**src/rtl/core/ecc_pkg.sv**
```systemverilog
package ecc_pkg;

	localparam int ROW_W            = 32;
	localparam int VC_W             = 6;
	localparam int SV_W             = 5;
	localparam int CFG_IDX_W        = 1;
	localparam int CFG_DATA_W       = 6;
	localparam int MAX_VERTICES_DEF = 32;

	localparam logic [CFG_IDX_W-1:0] REG_VERTEX_COUNT = 1'b0;
	localparam logic [CFG_IDX_W-1:0] REG_START_VERTEX = 1'b1;

	localparam logic [VC_W-1:0] VERTEX_COUNT_RST = 6'd32;
	localparam logic [SV_W-1:0] START_VERTEX_RST = 5'd0;

	localparam logic [1:0] VERDICT_NONE     = 2'd0;
	localparam logic [1:0] VERDICT_CIRCUIT  = 2'd1;
	localparam logic [1:0] VERDICT_ISOLATED = 2'd2;

	typedef struct packed {
		logic clear;
		logic rewind;
		logic rd_row;
		logic seed;
		logic deg_update;
		logic reach_load;
		logic expand_rd;
		logic reach_or;
		logic close_comp;
		logic out_load;
	} cmd_t;

	typedef struct packed {
		logic i_end;
		logic odd;
		logic pending_none;
		logic out_free;
	} status_t;

endpackage

```
**src/rtl/core/eulerian_circuit_check_core.sv**
```systemverilog
// Rows are taken one word per cycle while the block is idle; non-last rows give no word.
// After the last row a degree pass reads every row; unless a degree is odd, a pass
// per vertex i then reads row i and the row of each vertex reached from i in turn.
// The verdict is loaded once the output register is free; all reads use one RAM port.
// Async active-low reset: control, counters and config return to defaults;
// row RAM is not cleared.
module eulerian_circuit_check_core #(
	parameter int MAX_VERTICES = ecc_pkg::MAX_VERTICES_DEF
) (
	input  logic                           clk,
	input  logic                           arst_n,
	input  logic                           cfg_write,
	input  logic [ecc_pkg::CFG_IDX_W-1:0]  cfg_index,
	input  logic [ecc_pkg::CFG_DATA_W-1:0] cfg_data,
	input  logic                           in_valid,
	output logic                           in_ready,
	input  logic [ecc_pkg::ROW_W-1:0]      row_bits,
	input  logic                           last_row,
	output logic                           out_valid,
	input  logic                           out_ready,
	output logic [1:0]                     verdict
);

	ecc_pkg::cmd_t    cmd;
	ecc_pkg::status_t st;
	logic             in_fire;

	assign in_fire = in_valid && in_ready;

	ecc_ctrl u_ctrl (
		.clk     (clk),
		.arst_n  (arst_n),
		.in_valid(in_valid),
		.last_row(last_row),
		.st      (st),
		.in_ready(in_ready),
		.cmd     (cmd)
	);

	ecc_datapath #(
		.MAX_VERTICES(MAX_VERTICES)
	) u_dp (
		.clk      (clk),
		.arst_n   (arst_n),
		.cfg_write(cfg_write),
		.cfg_index(cfg_index),
		.cfg_data (cfg_data),
		.in_fire  (in_fire),
		.row_bits (row_bits),
		.last_row (last_row),
		.out_ready(out_ready),
		.cmd      (cmd),
		.st       (st),
		.out_valid(out_valid),
		.verdict  (verdict)
	);

	a_busy_after_last: assert property (@(posedge clk) disable iff (!arst_n)
		in_fire && last_row |=> !in_ready)
		else $error("input taken right after last row");

	a_verdict_code: assert property (@(posedge clk) disable iff (!arst_n)
		out_valid |-> (verdict == ecc_pkg::VERDICT_NONE ||
			verdict == ecc_pkg::VERDICT_CIRCUIT || verdict == ecc_pkg::VERDICT_ISOLATED))
		else $error("bad verdict code");

	a_odd_gives_none: assert property (@(posedge clk) disable iff (!arst_n)
		cmd.out_load && st.odd |=> out_valid && verdict == ecc_pkg::VERDICT_NONE)
		else $error("odd degree not reported");

endmodule

```
**src/rtl/core/ecc_ram.sv**
```systemverilog
module ecc_ram #(
	parameter int WIDTH = 32,
	parameter int DEPTH = 32
) (
	input  logic                                          clk,
	input  logic                                          we,
	input  logic [((DEPTH > 1) ? $clog2(DEPTH) : 1)-1:0] waddr,
	input  logic [WIDTH-1:0]                              wdata,
	input  logic                                          re,
	input  logic [((DEPTH > 1) ? $clog2(DEPTH) : 1)-1:0] raddr,
	output logic [WIDTH-1:0]                              rdata
);

	logic [WIDTH-1:0] mem_q [DEPTH];

	always_ff @(posedge clk) begin
		if (we) begin
			mem_q[waddr] <= wdata;
		end
		if (re) begin
			rdata <= mem_q[raddr];
		end
	end

endmodule

```
**src/rtl/core/ecc_ctrl.sv**
```systemverilog
module ecc_ctrl (
	input  logic             clk,
	input  logic             arst_n,
	input  logic             in_valid,
	input  logic             last_row,
	input  ecc_pkg::status_t st,
	output logic             in_ready,
	output ecc_pkg::cmd_t    cmd
);

	typedef enum logic [7:0] {
		S_IDLE     = 8'b0000_0001,
		S_DEG_RD   = 8'b0000_0010,
		S_DEG_CHK  = 8'b0000_0100,
		S_CMP_RD   = 8'b0000_1000,
		S_CMP_LOAD = 8'b0001_0000,
		S_EXP_RD   = 8'b0010_0000,
		S_EXP_LOAD = 8'b0100_0000,
		S_FINISH   = 8'b1000_0000
	} state_t;

	state_t state_q, state_d;

	assign in_ready = (state_q == S_IDLE);

	always_comb begin
		state_d = state_q;
		cmd     = '0;
		case (state_q)
			S_IDLE: begin
				if (in_valid && last_row) begin
					cmd.clear = 1'b1;
					state_d   = S_DEG_RD;
				end
			end
			S_DEG_RD: begin
				if (st.i_end) begin
					if (st.odd) begin
						state_d = S_FINISH;
					end else begin
						cmd.rewind = 1'b1;
						state_d    = S_CMP_RD;
					end
				end else begin
					cmd.rd_row = 1'b1;
					state_d    = S_DEG_CHK;
				end
			end
			S_DEG_CHK: begin
				cmd.deg_update = 1'b1;
				state_d        = S_DEG_RD;
			end
			S_CMP_RD: begin
				if (st.i_end) begin
					state_d = S_FINISH;
				end else begin
					cmd.rd_row = 1'b1;
					cmd.seed   = 1'b1;
					state_d    = S_CMP_LOAD;
				end
			end
			S_CMP_LOAD: begin
				cmd.reach_load = 1'b1;
				state_d        = S_EXP_RD;
			end
			S_EXP_RD: begin
				if (st.pending_none) begin
					cmd.close_comp = 1'b1;
					state_d        = S_CMP_RD;
				end else begin
					cmd.expand_rd = 1'b1;
					state_d       = S_EXP_LOAD;
				end
			end
			S_EXP_LOAD: begin
				cmd.reach_or = 1'b1;
				state_d      = S_EXP_RD;
			end
			S_FINISH: begin
				if (st.out_free) begin
					cmd.out_load = 1'b1;
					state_d      = S_IDLE;
				end
			end
			default: begin
				state_d = S_IDLE;
			end
		endcase
	end

	always_ff @(posedge clk or negedge arst_n) begin
		if (!arst_n) begin
			state_q <= S_IDLE;
		end else begin
			state_q <= state_d;
		end
	end

endmodule

```
**src/rtl/core/ecc_datapath.sv**
```systemverilog
module ecc_datapath #(
	parameter int MAX_VERTICES = ecc_pkg::MAX_VERTICES_DEF
) (
	input  logic                              clk,
	input  logic                              arst_n,
	input  logic                              cfg_write,
	input  logic [ecc_pkg::CFG_IDX_W-1:0]     cfg_index,
	input  logic [ecc_pkg::CFG_DATA_W-1:0]    cfg_data,
	input  logic                              in_fire,
	input  logic [ecc_pkg::ROW_W-1:0]         row_bits,
	input  logic                              last_row,
	input  logic                              out_ready,
	input  ecc_pkg::cmd_t                     cmd,
	output ecc_pkg::status_t                  st,
	output logic                              out_valid,
	output logic [1:0]                        verdict
);

	localparam int IDX_W = (MAX_VERTICES > 1) ? $clog2(MAX_VERTICES) : 1;
	localparam int CNT_W = $clog2(MAX_VERTICES + 1);
	localparam int VCX_W = ecc_pkg::VC_W + 1;

	logic [ecc_pkg::VC_W-1:0] vertex_count_q;
	logic [ecc_pkg::SV_W-1:0] start_vertex_q;
	logic [CNT_W-1:0]         row_cnt_q;
	logic [CNT_W-1:0]         i_q;
	logic [CNT_W-1:0]         iso_cnt_q;
	logic [CNT_W-1:0]         comp_cnt_q;
	logic                     odd_q;
	logic [MAX_VERTICES-1:0]  iso_q;
	logic [MAX_VERTICES-1:0]  reached_q;
	logic [MAX_VERTICES-1:0]  reach_q;
	logic [MAX_VERTICES-1:0]  done_q;
	logic                     out_valid_q;
	logic [1:0]               verdict_q;

	logic [ecc_pkg::ROW_W-1:0] ram_rdata;
	logic                      wr_en;
	logic                      rd_en;
	logic [IDX_W-1:0]          rd_addr;
	logic [IDX_W-1:0]          k;
	logic [CNT_W-1:0]          n;
	logic [MAX_VERTICES-1:0]   m;
	logic [MAX_VERTICES-1:0]   upper;
	logic [MAX_VERTICES-1:0]   sel_i;
	logic [MAX_VERTICES-1:0]   sel_s;
	logic [MAX_VERTICES-1:0]   row_m;
	logic [MAX_VERTICES-1:0]   pending;
	logic [MAX_VERTICES-1:0]   k_onehot;
	logic [MAX_VERTICES-1:0]   marks;
	logic                      start_out;
	logic                      start_iso;
	logic [1:0]                verdict_d;

	always_ff @(posedge clk or negedge arst_n) begin
		if (!arst_n) begin
			vertex_count_q <= ecc_pkg::VERTEX_COUNT_RST;
			start_vertex_q <= ecc_pkg::START_VERTEX_RST;
		end else if (cfg_write) begin
			case (cfg_index)
				ecc_pkg::REG_VERTEX_COUNT: vertex_count_q <= cfg_data;
				ecc_pkg::REG_START_VERTEX: start_vertex_q <= cfg_data[ecc_pkg::SV_W-1:0];
				default: ;
			endcase
		end
	end

	assign wr_en   = in_fire && (row_cnt_q < CNT_W'(MAX_VERTICES));
	assign rd_en   = cmd.rd_row || cmd.expand_rd;
	assign rd_addr = cmd.expand_rd ? k : i_q[IDX_W-1:0];

	ecc_ram #(
		.WIDTH(ecc_pkg::ROW_W),
		.DEPTH(MAX_VERTICES)
	) u_rows (
		.clk  (clk),
		.we   (wr_en),
		.waddr(row_cnt_q[IDX_W-1:0]),
		.wdata(row_bits),
		.re   (rd_en),
		.raddr(rd_addr),
		.rdata(ram_rdata)
	);

	always_comb begin
		if (VCX_W'(vertex_count_q) > VCX_W'(MAX_VERTICES)) begin
			n = CNT_W'(MAX_VERTICES);
		end else begin
			n = CNT_W'(vertex_count_q);
		end
	end

	always_comb begin
		for (int j = 0; j < MAX_VERTICES; j++) begin
			m[j]     = VCX_W'(j) < VCX_W'(n);
			upper[j] = CNT_W'(j) >= i_q;
			sel_i[j] = CNT_W'(j) == i_q;
			sel_s[j] = VCX_W'(j) == VCX_W'(start_vertex_q);
		end
	end

	assign row_m    = MAX_VERTICES'({{MAX_VERTICES{1'b0}}, ram_rdata}) & m;
	assign pending  = reach_q & ~done_q;
	assign k_onehot = pending & (~pending + MAX_VERTICES'(1));
	assign marks    = (reach_q | sel_i) & upper & ~reached_q;

	always_comb begin
		k = '0;
		for (int j = MAX_VERTICES - 1; j >= 0; j--) begin
			if (pending[j]) begin
				k = IDX_W'(j);
			end
		end
	end

	assign start_out = VCX_W'(start_vertex_q) >= VCX_W'(n);
	assign start_iso = |(iso_q & sel_s);

	always_comb begin
		if (odd_q) begin
			verdict_d = ecc_pkg::VERDICT_NONE;
		end else if ((CNT_W + 1)'(comp_cnt_q) > (CNT_W + 1)'(iso_cnt_q) + (CNT_W + 1)'(1)) begin
			verdict_d = ecc_pkg::VERDICT_NONE;
		end else if (start_out || start_iso) begin
			verdict_d = ecc_pkg::VERDICT_ISOLATED;
		end else begin
			verdict_d = ecc_pkg::VERDICT_CIRCUIT;
		end
	end

	always_ff @(posedge clk or negedge arst_n) begin
		if (!arst_n) begin
			row_cnt_q <= '0;
		end else if (in_fire) begin
			if (last_row) begin
				row_cnt_q <= '0;
			end else if (wr_en) begin
				row_cnt_q <= row_cnt_q + CNT_W'(1);
			end
		end
	end

	always_ff @(posedge clk or negedge arst_n) begin
		if (!arst_n) begin
			i_q        <= '0;
			iso_cnt_q  <= '0;
			comp_cnt_q <= '0;
			odd_q      <= 1'b0;
			iso_q      <= '0;
			reached_q  <= '0;
		end else begin
			if (cmd.clear) begin
				i_q        <= '0;
				iso_cnt_q  <= '0;
				comp_cnt_q <= '0;
				odd_q      <= 1'b0;
				iso_q      <= '0;
				reached_q  <= '0;
			end
			if (cmd.rewind) begin
				i_q <= '0;
			end
			if (cmd.deg_update) begin
				i_q   <= i_q + CNT_W'(1);
				odd_q <= odd_q | (^row_m);
				if (~|row_m) begin
					iso_q     <= iso_q | sel_i;
					iso_cnt_q <= iso_cnt_q + CNT_W'(1);
				end
			end
			if (cmd.close_comp) begin
				i_q <= i_q + CNT_W'(1);
				if (|marks) begin
					reached_q  <= reached_q | marks;
					comp_cnt_q <= comp_cnt_q + CNT_W'(1);
				end
			end
		end
	end

	always_ff @(posedge clk) begin
		if (cmd.seed) begin
			done_q <= sel_i;
		end else if (cmd.expand_rd) begin
			done_q <= done_q | k_onehot;
		end
		if (cmd.reach_load) begin
			reach_q <= row_m;
		end else if (cmd.reach_or) begin
			reach_q <= reach_q | row_m;
		end
	end

	// one-word output register
	always_ff @(posedge clk or negedge arst_n) begin
		if (!arst_n) begin
			out_valid_q <= 1'b0;
		end else if (cmd.out_load) begin
			out_valid_q <= 1'b1;
		end else if (out_ready) begin
			out_valid_q <= 1'b0;
		end
	end

	always_ff @(posedge clk) begin
		if (cmd.out_load) begin
			verdict_q <= verdict_d;
		end
	end

	assign st.i_end        = i_q >= n;
	assign st.odd          = odd_q;
	assign st.pending_none = ~|pending;
	assign st.out_free     = !out_valid_q || out_ready;

	assign out_valid = out_valid_q;
	assign verdict   = verdict_q;

endmodule

```
**config.mk**
```make
export PLATFORM = sky130hd
export DESIGN_NAME = eulerian_circuit_check_core
export DESIGN_NICKNAME = d
export VERILOG_FILES = /design/src/rtl/core/ecc_pkg.sv /design/src/rtl/core/eulerian_circuit_check_core.sv /design/src/rtl/core/ecc_ram.sv /design/src/rtl/core/ecc_ctrl.sv /design/src/rtl/core/ecc_datapath.sv
export SDC_FILE = /design/constraint.sdc
export NUM_CORES = 2
export LEC_CHECK = 0
export ABC_AREA = 1
export BUFFER_PORTS_ARGS = -buffer_cell sky130_fd_sc_hd__buf_4
export CORE_ASPECT_RATIO = 1.5
export CORE_MARGIN = 1.5
export CORE_UTILIZATION = 30
export DETAILED_ROUTE_END_ITERATION = 6
export GPL_TIMING_DRIVEN = 0
export SETUP_SLACK_MARGIN = 0.15
export SLEW_MARGIN = 20
export SYNTH_ARGS = -nofsm -noshare
export SYNTH_HDL_FRONTEND = slang
export SYNTH_SLANG_ARGS = --single-unit
```
**constraint.sdc**
```tcl
create_clock -name clk -period 12.3 [get_ports clk]
set_clock_uncertainty 0.15 [all_clocks]
set_input_delay 0.615 -clock clk [delete_from_list [all_inputs] [get_ports clk]]
set_output_delay 0.615 -clock clk [all_outputs]
set_load 0.005 [all_outputs]
```
# == Word-level counts from Yosys, hierarchy flattened ==
# Memories as Yosys holds them, arrays and structs flattened. A register that Yosys moved wholly into a read port is not among the register bits.
# Index checks and enable logic that the tools add are counted.
# totals
out_inout_bits,4
ramBits,1024
wordCells,292
input_bits,45
latchBits,0
mem_bits_ro,0
ff_bits,175
n_memories,1
# mem_list
name,words,width,read_ports,rd_ports_with_merged_regs,write_ports,line_no,rtl
u_dp.u_rows.mem_q,32,32,1,1,1,ecc_ram.sv:14,logic [WIDTH-1:0] mem_q [DEPTH];
# op_classes
muxes,88
shift,0
bitwise,16
eq_ne,72
order_cmp,69
multipliers,0
n_div,0
addsub,6
reduce_logical,26
# ops
cell,count
$mux 32,10
$and 32x32->32,6
$mux 5,33
$or 32x32->32,5
$reduce_or 32->1,4
$eq 5x6->1 const A,16
$ge 5x6->1 const A,16
$lt 5x6->1 const A,16
$not 32->32,3
$eq 5x5->1 const A,16
$mux 6,13
$pmux 8 s7,1
$eq 4x6->1 const A,8
$ge 4x6->1 const A,8
$lt 4x6->1 const A,8
$eq 4x5->1 const A,8
$mux 8,5
$add 32x1->32 const B,1
$reduce_xor 32->1,1
$add 6x1->6 const B,4
$eq 3x6->1 const A,4
$ge 3x6->1 const A,4
$lt 3x6->1 const A,4
$mux 1,22
39 further kinds,61

# == Depth between registers and ports, before layout ==
# depth
word_depth,35
depth_mapped,43
mapped_depth_nobuf,41

# == By module ==
# Synthesis repeated with hierarchy kept, for this count alone.
# unflattened
hier_cells,4894
hier_area_um2,53317.4
# modules_own_cells
mod,n_inst,area_each_um2,cells_each,seq_area_each_um2
ecc_ram,1,42726.0,3536,31710.4
ecc_datapath,1,10015.9,1274,4510.6
ecc_ctrl,1,568.0,82,201.4
eulerian_circuit_check_core,1,7.5,2,0.0

# == Worst setup path before layout ==
# Ideal clock, no wire load.
# synth_timing
path_kind,register to register
start,register u_ctrl.state_q[2]
end,"register u_dp.reach_q[0], enable pin"
required_time_ps,11636
path_stages_with_launch,6
arrival_time_ps,4158
period_less_slack_ps,4822
n_path_buf,0
setup_ps,514
slack_ps,7478
path_cell_list,dfrtp_1 > nor2_1 > inv_1 > nor2_1 > inv_1 > o41ai_1
# synth_between
elab_chain_cells,3
word_cells_on_any_way,5
classes_between,eq/ne (2); mux (2); reduce/logical (1)
# synth_rtl
element,line_no,rtl
"start, declared",ecc_ctrl.sv:22,"state_t state_q, state_d;"
"start signal, assigned",ecc_ctrl.sv:95,state_q <= state_d;
$eq 8x7->1 / $eq 8x5->1 (equally long branches),ecc_ctrl.sv:29,case (state_q)
$mux 1,ecc_ctrl.sv:29,
$reduce_bool 2->1 (no line) *,n/a,
"end signal, assigned",ecc_datapath.sv:188,reach_q <= row_m;
"end signal, assigned",ecc_datapath.sv:190,reach_q <= reach_q | row_m;
"end, declared",ecc_datapath.sv:32,logic [MAX_VERTICES-1:0] reach_q;
# Mark *: on every way between the ends. The rest lies on a longest branch, timed or not.
# A chain may end at the register's enable or synchronous reset.

# == Worst setup path in the final report ==
# layout_timing
start,register u_dp.reach_q[17]
end,"register u_dp.u_rows.rdata[24], read port of u_dp.u_rows.mem_q, data pin"
# layout_between
elab_chain_cells,20
word_cells_on_any_way,24
classes_between,mux (21); bitwise (1); reduce/logical (2)
# layout_rtl
element,line_no,rtl
$and 32x32->32 *,ecc_datapath.sv:103,assign pending = reach_q & ~done_q;
$mux 5 (18 in series),ecc_datapath.sv:110,if (pending[j]) begin
$mux 5,ecc_datapath.sv:70,assign rd_addr = cmd.expand_rd ? k : i_q[IDX_W-1:0];
"end, declared",ecc_ram.sv:11,output logic [WIDTH-1:0] rdata
# Marked as above.

==> qor.yml <==
status: "completed"
htreeDepth: 3
worstPathCellList: "inv_1, nor2_1, inv_1, nand2_1, nor2_1, nand2_1, nor3_1, nand2_1, nand2_1, inv_2, a31oi_1, clkbuf_1, buf_2, nand3_1, nand3_1, nand2_1, nand2_1, nand2_1"
cp.required_ps: 12580
ys_warn_count: 0
p_per_area_mw_per_mm2: 204
final.setup.tns_ps: 0
ant_nets: 0
clkPwrFrac_pct: 28.0
grt_pass1_wl_um: 263000
cts_root_buffer: "clkbuf_16"
criticalPathCategory: "reg2reg"
finalCritPeriodShare_pct: 45.8
synthCells: 5483
max_freq_mhz: 178
critPathMaxStageDelay_ps: 970
peakVddDrop_v: 0.000134
p_int_mw: 8.01
drive_gt1_share_pct: 8.92
cp-startpoint: "u_dp.reach_q[17]"
post_drt_via_cell_ratio: 4.97
synth_commonest_cells: "nand2_1 (1317), nand3_1 (1140), edfxtp_1 (1122)"
wl_per_cell_um: 22.3
synth_ff_type: "edfxtp_1"
startpoint_type: "flip-flop"
switching_share_pct: 38.8
finalHoldViolations: 0
io_pins: 49
worstMarginPinSlew_ps: 1250
cts_setup_buffers: 0
antenna_found_initial: 9
finalSetupViolations: 0
vias: 40900
hp-start: "cfg_data[3]"
syn_nets: 5570
final-instance-count-excl-fill: 8224
clockBufferDepth: 3
cap_violations: 0
crit_family: "simple AND/OR/NAND/NOR gates"
io_buffers: 48
drv_slew: 0
yosys-top-cells-area: "edfxtp_1 (60%), nand3_1 (10%), nand2_1 (8.9%)"
synth.mux.area_fraction_pct: 0.0717
synth_xor_area_share_pct: 0.298
cp_common_cell: "nand2_1"
die_h_um: 531
dp_cells: 8007
overflow: 0
worst-path-buf-inv: 5
worst_setup_path_end_kind: "flip-flop"
synth_area_leader_cell: "edfxtp_1"
r2r_start: "u_dp.reach_q[17]"
cts_resized: 0
synth_top_area_share_pct: 60.3
synth.cell_area_sq_mm: 0.0558
synth_compound_area_share_pct: 3.14
cts_num_sinks: 1231
cts_hold_buf: 3
worstPathArrival_ps: 5910
synth_enable_flop_cells: 1122
track_usage_pct: 19.0
relSlewSlack_pct: 16.9
ys_types: 50
grt_max_degree: 77
cts_tree: "yes"
insertion_delay_ps: 740
power_mw: 13.1
drc_errors: 0
ys_seq_area_share_pct: 65.2
async_flop_share_pct: 8.85
clkSlewWorstSetupHoldPaths_ps: 70
syn2layout_area_growth_pct: 15.0
power.switching_mw: 5.07
pwr-share-seq_pct: 36.9
drt_iter0_drc: 4014
synth.avg_cell_area_sq_um: 10.2
pwr-share-comb_pct: 35.0
min_period_ps: 5630
p_leak_nw: 25.6
detail_route.wirelength_um: 183000
core_region_area_sq_mm: 0.185
nets: 5775
dr.pass1.iters: 6
cts_buffers: 112
hold_class: "in2reg"
synth_fa_ha_area_share_pct: 0.941
rows: 193
initial_core_util_pct: 30.2
dp_hpwl_um: 136000
gp_congestion: 0.977
synth_top_family_by_area: "simple AND/OR/NAND/NOR gates"
die_w_um: 355
crit_fanout: 10
synth.ff_latch_count: 1231
design.die.area_sq_mm: 0.189
grt_pass1_vias: 39900
crit_slowest_cell: "clkbuf_1"
synth-simple-area-share_pct: 22.7
synth.most_common_cell: "nand2_1"
rsz0062_at_grt: "no"
==> flip-flops by register name, indices dropped and copies added (netlist names), 6 cells and up <==
name,cells
u_ctrl.state_q,8
u_dp.vertex_count_q,6
u_dp.u_rows.mem_q,1024
u_dp.iso_q,32
u_dp.comp_cnt_q,6
u_dp.u_rows.rdata,32
u_dp.iso_cnt_q,6
u_dp.row_cnt_q,6
u_dp.reached_q,32
u_dp.reach_q,32
u_dp.i_q,6
u_dp.done_q,32
==> cells in the final DEF, fill, tap and decap left out, types with 34 or more instances in the layout <==
| cell type | Yosys | routed |
|---|---|---|
| nor2_4 | 2 | 34 |
| clkbuf_1 | 98 | 106 |
| nand2_1 | 1317 | 1316 |
| o21ai_0 | 155 | 155 |
| inv_1 | 740 | 740 |
| ha_1 | 42 | 42 |
| nand3_1 | 1140 | 1140 |
| dfrtp_1 | 107 | 107 |
| nor2_1 | 172 | 140 |
| edfxtp_1 | 1122 | 1122 |
| clkbuf_16 | 0 | 113 |
| nand3b_1 | 128 | 128 |
| buf_4 | 13 | 61 |
| buf_2 | 176 | 180 |
| a21oi_1 | 69 | 69 |
==> metal layers <==
| metal | GRT usage (%) | part of all wire [%] | vias to the layer above |
|---|---|---|---|
| met5 | 0 | 0.011 | - |
| met4 | 14.4 | 8.7 | 4 |
| met3 | 2.42 | 5.7 | 520 |
| met2 | 33.9 | 51 | 1649 |
| met1 | 20.3 | 35 | 19800 |
| li1 | - | - | 18900 |
==> path summary, 6_finish.rpt <==
check	to	slack, ps	cells after the start
min in group asynchronous	u_dp.iso_q[26]	190	2
min reg2reg	u_dp.iso_q[30]	340	2
max in group asynchronous	u_dp.reached_q[11]	11040	3
min	u_dp.vertex_count_q[3]	50	3
max reg2reg	u_dp.u_rows.rdata[24]	6670	18
max	u_dp.u_rows.rdata[24]	6670	18
==> cells by family (layout without fill, tap and decap cells) <==
kind of cell             after synthesis  after routing
XOR/XNOR                              19             19
flip-flops                          1231           1231
AND/OR/NAND/NOR                     2827           2827
adder cells (fa/ha/maj)               42             42
other                                  0              3
AO/OA/AOI/OAI                        310            310
buffers and inverters               1050           1351
multiplexers                           4              4
==> power groups by stage <==
stage	sequential, mW	combinational, mW	clock, mW
floorplan	4.89	2.56	0
global placement	4.92	4.41	0
detailed placement	4.91	4.49	0
CTS	4.83	4.51	3.71
global route	4.84	4.86	3.85
finish	4.83	4.58	3.67
==> per-stage QoR <==
step           hold WS (ps)  area (sq um)  setup WS, ps  utilization, %
2_1_floorplan           169         55800          7480               -
5_1_grt                41.0         64200          6500            34.8
6_report               46.2         64200          6670            34.8
3_3_place_gp            317         59300          5760            32.1
3_5_place_dp            324         60300          6780            32.7
4_1_cts                5.08         64200          6760            34.7
==> worst register-to-register path, delay by kind of cell (launching register included) <==
kind | cells | cell delay (ps)
AOI/OAI and AO/OA | 1 | 520
buffers and inverters | 5 | 1770
DFF | 1 | 430
and+or+nand+nor | 12 | 2460
==> cell type report <==
type / count / area [sq um]
multi-input combinational: 3202 / 15400
inverter: 749 / 2810
tap: 2437 / 3050
fill: 18300 / 121000
buffer: 301 / 1440
antenna: 3 / 7.51
clock inverter: 86 / 962
timing repair buffer: 91 / 1220
clock buffer: 124 / 2870
sequential: 1231 / 36400
Power figures use the tool's default switching activity.
